`config.mk`:
```
export PLATFORM = sky130hd
export DESIGN_NAME = skvt_ctrl
export DESIGN_NICKNAME = d
export VERILOG_FILES = /design/src/design/skvt_pkg.sv /design/src/design/skvt_ctrl.sv
export SDC_FILE = /design/constraint.sdc
export NUM_CORES = 1
export LEC_CHECK = 0
export ABC_AREA = 1
export BUFFER_PORTS_ARGS = -buffer_cell sky130_fd_sc_hd__buf_2
export CELL_PAD_IN_SITES_DETAIL_PLACEMENT = 0
export CELL_PAD_IN_SITES_GLOBAL_PLACEMENT = 1
export CORE_ASPECT_RATIO = 0.9
export CORE_MARGIN = 10
export CORE_UTILIZATION = 33
export DETAILED_ROUTE_END_ITERATION = 6
export GPL_TIMING_DRIVEN = 0
export HOLD_SLACK_MARGIN = 0.06
export PLACE_DENSITY = 0.87
export SYNTH_ARGS = -nofsm -noshare
export SYNTH_HDL_FRONTEND = slang
export SYNTH_SLANG_ARGS = --single-unit
```
`constraint.sdc`:
```
create_clock -name clk_i -period 1.8 [get_ports clk_i]
set_input_delay 0.36 -clock clk_i [delete_from_list [all_inputs] [get_ports clk_i]]
set_output_delay 0.36 -clock clk_i [all_outputs]
set_load 0.05 [all_outputs]
```
`src/design/skvt_pkg.sv`:
```
// Types and constants of the sorted key/value table.
package skvt_pkg;

  localparam logic [31:0] RESERVED_KEY = 32'hFFFF_FFFF;

  typedef enum logic [2:0] {
    ACT_LOOKUP   = 3'd0,
    ACT_INSERT   = 3'd1,
    ACT_UPDATE   = 3'd2,
    ACT_ERASE    = 3'd3,
    ACT_ERASE_V  = 3'd4,
    ACT_UNUSED   = 3'd5,
    ACT_CLEAR    = 3'd6
  } action_e;

  typedef enum logic [1:0] {
    ST_OK        = 2'd0,
    ST_NOT_FOUND = 2'd1,
    ST_DUP       = 2'd2,
    ST_FULL      = 2'd3
  } status_e;

  typedef enum logic [3:0] {
    S_IDLE, S_SRCH, S_SRCH_CMP, S_PROBE, S_SHUP, S_SHUP_W,
    S_SHDN, S_SHDN_W, S_SCAN, S_SCAN_CHK, S_FINISH
  } state_e;

  typedef enum logic [4:0] {
    DP_NOP, DP_LOAD, DP_SRCH_RD, DP_SRCH_CMP, DP_PROBE_RD,
    DP_SET_NF, DP_SET_DUP, DP_SET_FULL, DP_TAKE_HIT, DP_UPD_WR,
    DP_SHUP_INIT, DP_SHUP_RD, DP_SHUP_WR, DP_INS_WR,
    DP_SHDN_RD, DP_SHDN_WR, DP_DEC,
    DP_SCAN_RD, DP_SCAN_NEXT, DP_TAKE_MATCH, DP_UNUSED_KEY,
    DP_CLEAR, DP_FINISH
  } dp_op_e;

  typedef struct packed {
    dp_op_e op;
  } dp_cmd_t;

  typedef struct packed {
    logic srch_done;
    logic hit;
    logic full;
    logic reserved;
    logic shup_done;
    logic shdn_done;
    logic scan_end;
    logic vmatch;
    logic kmis;
    logic out_free;
  } dp_sts_t;

endpackage

```
`src/design/skvt_ctrl.sv`:
```
// Controller state machine that sequences search, shift and scan steps.
module skvt_ctrl (
  input  logic              clk_i,
  input  logic              rst_ni,
  input  logic              in_valid_i,
  input  logic [2:0]        action_i,
  input  skvt_pkg::dp_sts_t sts_i,
  output logic              in_stall_o,
  output skvt_pkg::dp_cmd_t cmd_o
);
  import skvt_pkg::*;

  state_e     state_q, state_d;
  logic [2:0] act_q, act_d;

  // State and captured action
  always_ff @(posedge clk_i or negedge rst_ni) begin
    if (!rst_ni) begin
      state_q <= S_IDLE;
      act_q   <= ACT_LOOKUP;
    end else begin
      state_q <= state_d;
      act_q   <= act_d;
    end
  end

  assign act_d = (state_q == S_IDLE && in_valid_i) ? action_i : act_q;

  // Next state
  always_comb begin
    state_d = state_q;
    case (state_q)
      S_IDLE: begin
        if (in_valid_i) begin
          case (action_i)
            ACT_LOOKUP, ACT_INSERT, ACT_UPDATE, ACT_ERASE: state_d = S_SRCH;
            ACT_ERASE_V, ACT_UNUSED:                       state_d = S_SCAN;
            default:                                       state_d = S_FINISH;
          endcase
        end
      end
      S_SRCH:     state_d = sts_i.srch_done ? S_PROBE : S_SRCH_CMP;
      S_SRCH_CMP: state_d = S_SRCH;
      S_PROBE: begin
        state_d = S_FINISH;
        case (act_q)
          ACT_INSERT: begin
            if (!sts_i.reserved && !sts_i.hit && !sts_i.full) state_d = S_SHUP;
          end
          ACT_ERASE: begin
            if (sts_i.hit) state_d = S_SHDN;
          end
          default: state_d = S_FINISH;
        endcase
      end
      S_SHUP:   state_d = sts_i.shup_done ? S_FINISH : S_SHUP_W;
      S_SHUP_W: state_d = S_SHUP;
      S_SHDN:   state_d = sts_i.shdn_done ? S_FINISH : S_SHDN_W;
      S_SHDN_W: state_d = S_SHDN;
      S_SCAN:   state_d = sts_i.scan_end ? S_FINISH : S_SCAN_CHK;
      S_SCAN_CHK: begin
        state_d = S_SCAN;
        if (act_q == ACT_ERASE_V && sts_i.vmatch) state_d = S_SHDN;
        if (act_q == ACT_UNUSED && sts_i.kmis)    state_d = S_FINISH;
      end
      S_FINISH: if (sts_i.out_free) state_d = S_IDLE;
      default:  state_d = S_IDLE;
    endcase
  end

  // Datapath commands
  always_comb begin
    cmd_o.op = DP_NOP;
    case (state_q)
      S_IDLE:     if (in_valid_i) cmd_o.op = DP_LOAD;
      S_SRCH:     cmd_o.op = sts_i.srch_done ? DP_PROBE_RD : DP_SRCH_RD;
      S_SRCH_CMP: cmd_o.op = DP_SRCH_CMP;
      S_PROBE: begin
        case (act_q)
          ACT_LOOKUP: cmd_o.op = sts_i.hit ? DP_TAKE_HIT : DP_SET_NF;
          ACT_INSERT: begin
            if (sts_i.reserved || sts_i.hit) cmd_o.op = DP_SET_DUP;
            else if (sts_i.full)             cmd_o.op = DP_SET_FULL;
            else                             cmd_o.op = DP_SHUP_INIT;
          end
          ACT_UPDATE: cmd_o.op = sts_i.hit ? DP_UPD_WR : DP_SET_NF;
          ACT_ERASE:  cmd_o.op = sts_i.hit ? DP_TAKE_HIT : DP_SET_NF;
          default:    cmd_o.op = DP_NOP;
        endcase
      end
      S_SHUP:   cmd_o.op = sts_i.shup_done ? DP_INS_WR : DP_SHUP_RD;
      S_SHUP_W: cmd_o.op = DP_SHUP_WR;
      S_SHDN:   cmd_o.op = sts_i.shdn_done ? DP_DEC : DP_SHDN_RD;
      S_SHDN_W: cmd_o.op = DP_SHDN_WR;
      S_SCAN: begin
        if (!sts_i.scan_end)         cmd_o.op = DP_SCAN_RD;
        else if (act_q == ACT_UNUSED) cmd_o.op = DP_UNUSED_KEY;
        else                          cmd_o.op = DP_SET_NF;
      end
      S_SCAN_CHK: begin
        cmd_o.op = DP_SCAN_NEXT;
        if (act_q == ACT_ERASE_V && sts_i.vmatch) cmd_o.op = DP_TAKE_MATCH;
        if (act_q == ACT_UNUSED && sts_i.kmis)    cmd_o.op = DP_UNUSED_KEY;
      end
      S_FINISH: if (sts_i.out_free) cmd_o.op = (act_q == ACT_CLEAR) ? DP_CLEAR : DP_FINISH;
      default:  cmd_o.op = DP_NOP;
    endcase
  end

  assign in_stall_o = (state_q != S_IDLE);
endmodule

```
==> flow_summary.ini, run 1 <==
[outcome]
outcome = finished, violations left
violations = setup timing

[sta]
tightest_slew_ps = 307
slew_headroom_pct = 79.4
setup_viol = 5
fin_crit_ps = 1940
final-hold-violation-count = 0
rsz0062_at_grt = true
fin_crit_sh_pct = 108
finalClockSkew_ps = 4.30
fin_ws_ps = -144
fmax_ghz = 0.514
slew_viol_final = 0

[floorplan]
io_pins = 22
die_w_um = 70.7
dieArea_um2 = 4630
core_um2 = 2180
placementRows = 16
die_h_um = 65.6
start_util_pct = 34.9

[power]
p_int_uw = 832
swShare_pct = 57.5
seq_power_share_pct = 17.2
leakage_nw = 0.583
net-switching-power_mw = 1.13
peakVddDrop_uv = 1380
p_total_mw = 1.96
clkPwrFrac_pct = 7.0
cellPowerDensity_nw_per_um2 = 1740
comb_power_share_pct = 75.8

[place]
port_buffers = 21
dpl_cell_area_um2 = 901
dp.cells = 184
hpwl_um = 1930
gp_congestion = 0.898

[critical_path]
end_kind = primary output
path_buf_inv = 2
crit_type = reg2out
cp_max_fo = 6
cp_cell_sequence = buf_4, nand2_2, nor2_4, nand2_2, o21a_1, nand4_1, buf_6
slowest_stage = dfrtp_2
critPathMaxStageDelay_ps = 430
cp-start-kind = flip-flop
cp-startpoint = state_q[1]
crit_top_cell = nand2_2
rr_startpoint = state_q[1]
cp_top_family = flip-flops
cp_data_arrival_time_ps = 1580
reg2reg_setup_slack_ps = 340
timing.critical_path.required_ps = 1440

[route]
wl_per_cell_um = 12.9
routed_via_density = 4.95
postRouteAntennaNets = 0
routed_wirelength_um = 2580
drc = 0
drt_iter0_markers = 39
dr_total_vias = 985
drtPass1Iterations = 4

[worst_hold_path]
hp-class = in2reg
hold_path_startpoint = action_i[0]

[clock_network]
cts_sinks = 7
cts_root_buf = clkbuf_4
clkLatencyLatePin_ps = 250
clk_path_buf_depth = 2
path_clk_slew_ps = 50
cts_made_buffers = 3
htree_num_levels = 1
cts_tree = built

[finish]
areaGrowthSynthToFinish_pct = 47.5
nNetsFinal = 189
layout.cells.non_filler = 199
fillers = 224
diodes = 0
layout-drive-gt1-share_pct = 38.4
final_cell_area_um2 = 1120

[synthesis]
syn_avg_cell_area_um2 = 5.60
ys_seq_area_share_pct = 23.0
yosysWarnings = 0
netlist_area_um2 = 762
ys_seq_elements = 7
ys_types = 17
netlist_instances = 136
synth_fp_nets = 152

[global_routing]
grt_pass1_wl_um = 3640
grt_pass1_vias = 912
grt_start_max_net_pins = 8
grtUsageTotal_pct = 9.42
grt-ovfl-total = 0
antenna_found_initial = 0

[flow_run]
max-cap-violations = 0
power by group through the flow:
stage / registers, mW / logic, mW / clock network [mW]
after floorplan: 0.291 / 0.906 / 0
after global placement: 0.304 / 1.15 / 0
after detailed placement: 0.306 / 1.16 / 0
after CTS: 0.324 / 1.37 / 0.146
after global routing: 0.346 / 1.59 / 0.155
final: 0.337 / 1.48 / 0.138
routing by layer:
metal / GRT usage, % / wire length [µm] / up-vias
li1: - / - / 511
met1: 10.7 / 1080 / 448
met2: 16.6 / 1330 / 22
met3: 2.25 / 133 / 4
met4: 3.86 / 36 / 0
met5: 0 / 0 / -
worst paths after layout:
kind,end,cells past startpoint
worst max-delay path,cmd_o[1],7
worst min-delay path,act_q[0],3
worst max register to register,state_q[2],7
worst min register to register,act_q[1],2
max in group asynchronous,state_q[3],2
min in group asynchronous,state_q[1],2
area by class of cell:
class | count | area (µm²) | area share (%)
clock buffers | 4 | 26.3 | 2.34
flip-flops and latches | 7 | 179 | 15.9
multi-input cells | 111 | 589 | 52.4
repair buffers | 32 | 225 | 20.0
well taps | 27 | 33.8 | 3.01
inverters | 18 | 70.1 | 6.24
what timing repair did:
action / 4_1_cts / 5_1_grt
resized for setup: 27 / 14
hold buffers: 1 / 0
cloned: 0 / 0
setup buffers: 7 / 3
pin swaps: 7 / 7
endpoints found under the setup margin: 5 / 5
endpoints found under the hold margin: 7 / 0
kinds of logic after synthesis:
logic type | count (synthesis) | share of synthesized area [%]
compound gates | 13 | 8.87
buf+inv | 18 | 8.87
flops | 7 | 23.0
simple gates | 98 | 59.3
cells in the final DEF (no fill, tap or decap), drive strengths merged:
cell and instances:
nand2 43, buf 31, nor2 28, inv 18, nand3 16, o21ai 7
dfrtp 7, nand4 6, a21oi 5, clkbuf 4, nor3 3, o21a 1
nand3b 1, or2 1, dlygate4sd3 1
stage by stage:
| stage | setup TNS [ps] | utilization [%] | hold slack (ps) | setup slack [ps] |
|---|---|---|---|---|
| global route | -1040 | 51.5 | 377 | -223 |
| detailed placement | -44.8 | 41.3 | 200 | -30.9 |
| floorplan | 0 | - | 64.4 | 42.2 |
| finish | -608 | 51.5 | 361 | -144 |
| CTS | -581 | 48.4 | 353 | -133 |
| global placement | -42.9 | 41.3 | 195 | -27.2 |
cell usage after synthesis:
cell	instances	area share [%]
nand3b_1	1	0.99
nand2_1	41	20
nor3_1	2	1.3
nand2_2	2	1.6
inv_1	18	8.9
o21a_1	1	0.99
nand3_2	1	1.3
nand4_1	6	4.9
a21oi_1	5	3.3
or2_1	1	0.82
nor2_1	23	11
dfrtp_1	7	23
nand3_1	15	9.9
nor3_4	1	2.1
nor2_2	4	3.3
nor2_4	1	1.5
o21ai_0	7	4.6
state kept, by name, indices dropped and copies added, names as in the netlist:
signal / cells
act_q: 3
state_q: 4
worst register-to-register path, stage by stage, from the launching register on:
cell and delay (ps):
dfrtp_2 450, buf_6 140, nor3_4 180, nand2_1 80, or2_1 230, buf_4 140, buf_4 130, nand3_2 60
Note: power is estimated with default switching activity, not from simulation.
==> inputs of run 2 (changes only) <==
ABC_AREA = 0   (was 1)
CORE_UTILIZATION = 39   (was 33)
CTS_CLUSTER_SIZE = 14   (was unset)
PLACE_DENSITY = 0.88   (was 0.87)
==> run 2 against run 1 <==
The run still ends with setup timing left. Largest cell class unchanged. Non-clock buffer count increased by 22. Wire length increased by 44%. Highest routed layer unchanged. Sequential share of layout area decreased by 4.3 points. Final area increased by 37%. Critical endpoint is now cmd_o[0].
==> flow_summary.ini, run 2 <==
[finish]
top_register = state_q
layout-drive-gt1-share_pct = 52.6
mostFrequentLayoutCells = buf_4 (19), buf_2 (18), buf_6 (15), nand2_1 (12), a21oi_1 (8)
layout.cells.non_filler = 201
final_common_cell = buf_4
fin_util_pct = 61.7
largest_reg_flops = 4
multi_input_area_um2 = 851
final_cell_area_um2 = 1540
top_regs = state_q: 4 flops, act_q: 3 flops
fillers = 216
diodes = 0
nNetsFinal = 190
areaGrowthSynthToFinish_pct = 50.0
register_area_um2 = 179

[sta]
tightest_slew_ps = 359
slew_viol_final = 0
tns_ps = -793
fin_crit_ps = 2000
holdWs_ps = 348
setup_viol = 5
slew_headroom_pct = 75.8
fin_ws_ps = -197
finalClockSkew_ps = 4.37
fmax_ghz = 0.501
rsz0062_at_grt = true
fin_crit_sh_pct = 111
final-hold-violation-count = 0

[synthesis]
async_reset_ff_share_pct = 100
ys_seq_area_share_pct = 17.1
synth_area_leaders = dfrtp_1 (17%), buf_6 (5.5%), a21oi_1 (5.4%)
synthTopCellsByCount = nand2_1 (12), a21oi_1 (11), nand2b_1 (8)
yosysTopAreaCellShare_pct = 17.1
synth_fp_nets = 142
synth_top_cell_by_area = dfrtp_1
yosysMostFrequentCell = nand2_1
netlist_area_um2 = 1020
yosysWarnings = 0
synth_edf_count = 0
ys.flop_type = dfrtp_1
ys_types = 48
ys_seq_elements = 7
netlist_instances = 126
syn_avg_cell_area_um2 = 8.12

[route]
drtPass1Iterations = 4
postRouteAntennaNets = 0
drt_iter0_markers = 172
drc = 0
routed_wirelength_um = 3710
routed_via_density = 6.09
dr_total_vias = 1224
wl_per_cell_um = 18.5

[floorplan]
die_h_um = 68.6
start_util_pct = 41.1
core_um2 = 2490
die_w_um = 74
placementRows = 17
dieArea_um2 = 5080
io_pins = 22

[critical_path]
rr_startpoint = state_q[3]
critPathMaxStageDelay_ps = 390
crit_top_cell = buf_6
cp-startpoint = act_q[0]
crit_type = reg2out
cp_cell_sequence = buf_6, nand3b_4, a2111oi_4, a41oi_1, nand3_1, buf_6
crit_end = cmd_o[0]
timing.critical_path.required_ps = 1440
cp_data_arrival_time_ps = 1640
slowest_stage = dfrtp_1
worstReg2RegEnd = state_q[1]
reg2reg_setup_slack_ps = 290
cp-start-kind = flip-flop
end_kind = primary output
cp_max_fo = 5
ff2ff_path_depth = 6

[power]
cellPowerDensity_nw_per_um2 = 1810
peakVddDrop_uv = 1320
leakage_nw = 0.650
p_total_mw = 2.78

[clock_network]
path_clk_slew_ps = 50
cts_tree = built
htree_num_levels = 1
cts_sinks = 7
cts_made_buffers = 3
cts_root_buf = clkbuf_4
clkLatencyLatePin_ps = 250
clk_path_buf_depth = 2

[global_routing]
grtUsageTotal_pct = 13.6
grt_pass1_wl_um = 5620
antenna_found_initial = 0
grt_start_max_net_pins = 11
grt_pass1_vias = 1143
grt-ovfl-total = 0

[place]
gp_congestion = 0.927
dp.cells = 175
dpl_cell_area_um2 = 1180
hpwl_um = 2460
port_buffers = 21
pre_cts_slack_ps = -74.5

[outcome]
violations = setup timing
outcome = finished, violations left

[flow_run]
max-cap-violations = 0

[worst_hold_path]
hp-class = in2reg
run 2: worst min-delay path by stage:
stage               slack (ps)  depth (start not counted)  endpoint   startpoint
finish                     350                          2  act_q[0]  action_i[0]
global route               350                          2  act_q[0]  action_i[0]
CTS                        350                          2  act_q[0]  action_i[0]
detailed placement         200                          1  act_q[0]       rst_ni
global placement           190                          1  act_q[1]       rst_ni
floorplan                   60                          0  act_q[0]       rst_ni
run 2: report_power, final:
| group | total (mW) | leakage (nW) | switching, mW | internal, mW |
|---|---|---|---|---|
| Combinational | 2.33 | 0.549 | 1.26 | 1.07 |
| Sequential | 0.315 | 0.0829 | 0.0814 | 0.234 |
| Clock | 0.138 | 0.0177 | 0.0570 | 0.0810 |
| Total | 2.78 | 0.650 | 1.39 | 1.39 |
run 2: kinds of logic (layout without fill, tap and decap cells):
group                  Yosys count  count (layout)  share of synthesized area (%)
AOI/OAI and AO/OA               44              44                           30.9
buffers and inverters           14              61                           10.5
muxes                            8               8                           8.31
and+or+nand+nor                 53              53                           33.1
DFF                              7               7                           17.1
run 2: routing by layer:
metal	track usage, %	wire length [µm]
met5	0	0
met4	3.72	68
met3	3.42	417
met2	22.0	1740
met1	17.4	1480
run 2: final cells by class:
cell class                      instances  share of cell area, %
Multi-Input combinational cell        105                   55.4
Tap cell                               28                   2.28
Inverter                                3                  0.733
Clock inverter                          1                  0.326
Timing Repair Buffer                   44                   21.4
Buffer                                 10                   6.68
Clock buffer                            3                   1.47
Sequential cell                         7                   11.7
run 2: timing repair:
| item | 4_1_cts | 5_1_grt |
|---|---|---|
| hold buffers | 1 | 0 |
| setup endpoints to repair | 5 | 6 |
| setup buffers | 13 | 7 |
| cloned | 0 | 2 |
| resized for setup | 19 | 17 |
| hold endpoints to repair | 7 | 0 |
| pin swaps | 6 | 6 |
run 2: worst max-delay path, delay by kind of cell (launching register included):
kind                   cells  cell delay (ps)
AO/OA/AOI/OAI              2              420
flip-flops                 1              390
buffers and inverters      2              290
AND/OR/NAND/NOR            2              280
==> inputs of run 3 (changes only) <==
--- a/config.mk
+++ b/config.mk
@@ -17,5 +17,5 @@
 export GPL_TIMING_DRIVEN = 0
 export HOLD_SLACK_MARGIN = 0.06
-export PLACE_DENSITY = 0.88
+export PLACE_DENSITY = 0.79
 export SYNTH_ARGS = -nofsm -noshare
 export SYNTH_HDL_FRONTEND = slang
==> constraint.sdc (replaced) <==
create_clock -name clk_i -period 1.8 [get_ports clk_i]
set_input_delay 0.09 -clock clk_i [delete_from_list [all_inputs] [get_ports clk_i]]
set_output_delay 0.09 -clock clk_i [all_outputs]
set_load 0.05 [all_outputs]
==> run 3 against run 2 <==
The flow still finishes with violations (setup timing). First-iteration DRC count fell by 22%. Total power fell by 8.9%. Global-route usage fell by 0.67 points. Register-to-register slack got worse by 20 ps. Die area did not move. Clock power rose by 9%. Flip-flop and latch count did not move. Maximum frequency rose by 11%. Non-clock buffer count fell by 8. Critical path type unchanged. Largest power group unchanged.
==> flow_summary.ini, run 3 (same netlist as run 2, synthesis figures left out) <==
[global_routing]
grt-ovfl-total = 0
grtUsageTotal_pct = 12.9
grt_start_max_net_pins = 11
antenna_found_initial = 0
grt_pass1_wl_um = 5250
grt_pass1_vias = 1051

[flow_run]
max-cap-violations = 0

[clock_network]
cts_made_buffers = 3
clk_path_buf_depth = 2
cts_root_buf = clkbuf_4
htree_num_levels = 1
clkLatencyLatePin_ps = 260
cts_sinks = 7
cts_tree = built
path_clk_slew_ps = 60

[finish]
multi_input_area_um2 = 803
diodes = 0
top_register = state_q
fillers = 221
register_area_um2 = 176
nNetsFinal = 182
fin_util_pct = 55.7
layout-drive-gt1-share_pct = 41.2
top_regs = state_q: 4 flops, act_q: 3 flops
largest_reg_flops = 4
final_common_cell = buf_2
areaGrowthSynthToFinish_pct = 35.5
final_cell_area_um2 = 1390
layout.cells.non_filler = 193
mostFrequentLayoutCells = buf_2 (20), buf_4 (16), nand2_1 (12), a21oi_1 (9), nand2b_1 (8)

[sta]
fin_crit_ps = 1810
finalClockSkew_ps = 4.69
holdWs_ps = 93.9
setup_viol = 1
tightest_slew_ps = 499
slew_viol_final = 0
fin_ws_ps = -6.04
fin_crit_sh_pct = 100
rsz0062_at_grt = true
slew_headroom_pct = 66.5
final-hold-violation-count = 0
fmax_ghz = 0.554

[critical_path]
cp-startpoint = state_q[0]
timing.critical_path.required_ps = 1710
cp_top_family = buffers and inverters
crit_type = reg2out
end_kind = primary output
cp_max_fo = 10
ff2ff_path_depth = 5
cp_cell_sequence = buf_6, buf_4, nand4b_1, a41oi_2, nand3_1, buf_6
critPathMaxStageDelay_ps = 410
slowest_stage = dfrtp_1
path_buf_inv = 3
cp-start-kind = flip-flop
rr_startpoint = state_q[0]
cp.depth = 6
cp_data_arrival_time_ps = 1720
crit_top_cell = buf_6

[place]
port_buffers = 21
dpl_cell_area_um2 = 1170
pre_cts_slack_ps = 224
gp_congestion = 0.868
hpwl_um = 2410
dp.cells = 175

[route]
routed_wirelength_um = 3410
wl_per_cell_um = 17.7
postRouteAntennaNets = 0
drt_iter0_markers = 134
dr_total_vias = 1145
routed_via_density = 5.93
drc = 0
drtPass1Iterations = 4

[power]
leakage_nw = 0.572
peakVddDrop_uv = 1160
cellPowerDensity_nw_per_um2 = 1830

[floorplan]
die_h_um = 68.6
placementRows = 17
io_pins = 22
core_um2 = 2490
dieArea_um2 = 5080
start_util_pct = 41.1
die_w_um = 74

[outcome]
violations = setup timing
outcome = finished, violations left

[worst_hold_path]
hold_path_startpoint = action_i[1]
hp-class = in2reg
min_path_cells = 2
-- run 3: report_power, final --
part	total [mW]	internal, mW	switching, mW
clock network	0.150	0.0851	0.0648
registers	0.288	0.230	0.0583
logic	2.10	0.890	1.21
total	2.53	1.20	1.33
-- run 3: layout make-up --
cell class / instances / share of cell area (%)
well taps: 28 / 2.53
multi-input cells: 105 / 57.9
plain buffers: 10 / 6.41
clock buffers: 4 / 1.90
repair buffers: 36 / 17.7
inverters: 3 / 0.812
flip-flops and latches: 7 / 12.7
-- run 3: worst register-to-register path, delay by kind of cell (launching register included) --
kind / cells / cell delay (ps)
multiplexers: 1 / 310
AND/OR/NAND/NOR: 2 / 390
buffers and inverters: 2 / 300
flip-flops: 1 / 410
-- run 3: metrics by stage --
step                power (mW)  TNS [ps]
CTS                       2.21         0
finish                    2.53     -6.04
global placement          2.00         0
detailed placement        2.00         0
floorplan                 1.65         0
global route              2.70      -299
-- run 3: worst paths after layout --
check	to	slack (ps)
max in group asynchronous	state_q[1]	1440
worst min register to register	act_q[0]	700
worst min-delay path	act_q[1]	90
worst max-delay path	cmd_o[0]	-6
min in group asynchronous	state_q[0]	190
worst max register to register	act_q[0]	270
-- run 3: timing repair --
action                                  in CTS  in global routing
pin swaps                                    0                  6
resized for setup                            5                 16
hold endpoints to repair                     8                  0
gates cloned                                 0                  1
setup buffers                                0                 12
hold buffers                                 2                  0
endpoints found under the setup margin       3                  5
-- run 3: routing by layer --
layer	vias to the layer above	global-route usage, %	part of all wire [%]
li1	556	-	-
met1	522	17.6	44
met2	61	18.8	45
met3	6	3.42	9.9
met4	0	4.88	1.2
met5	-	0	0
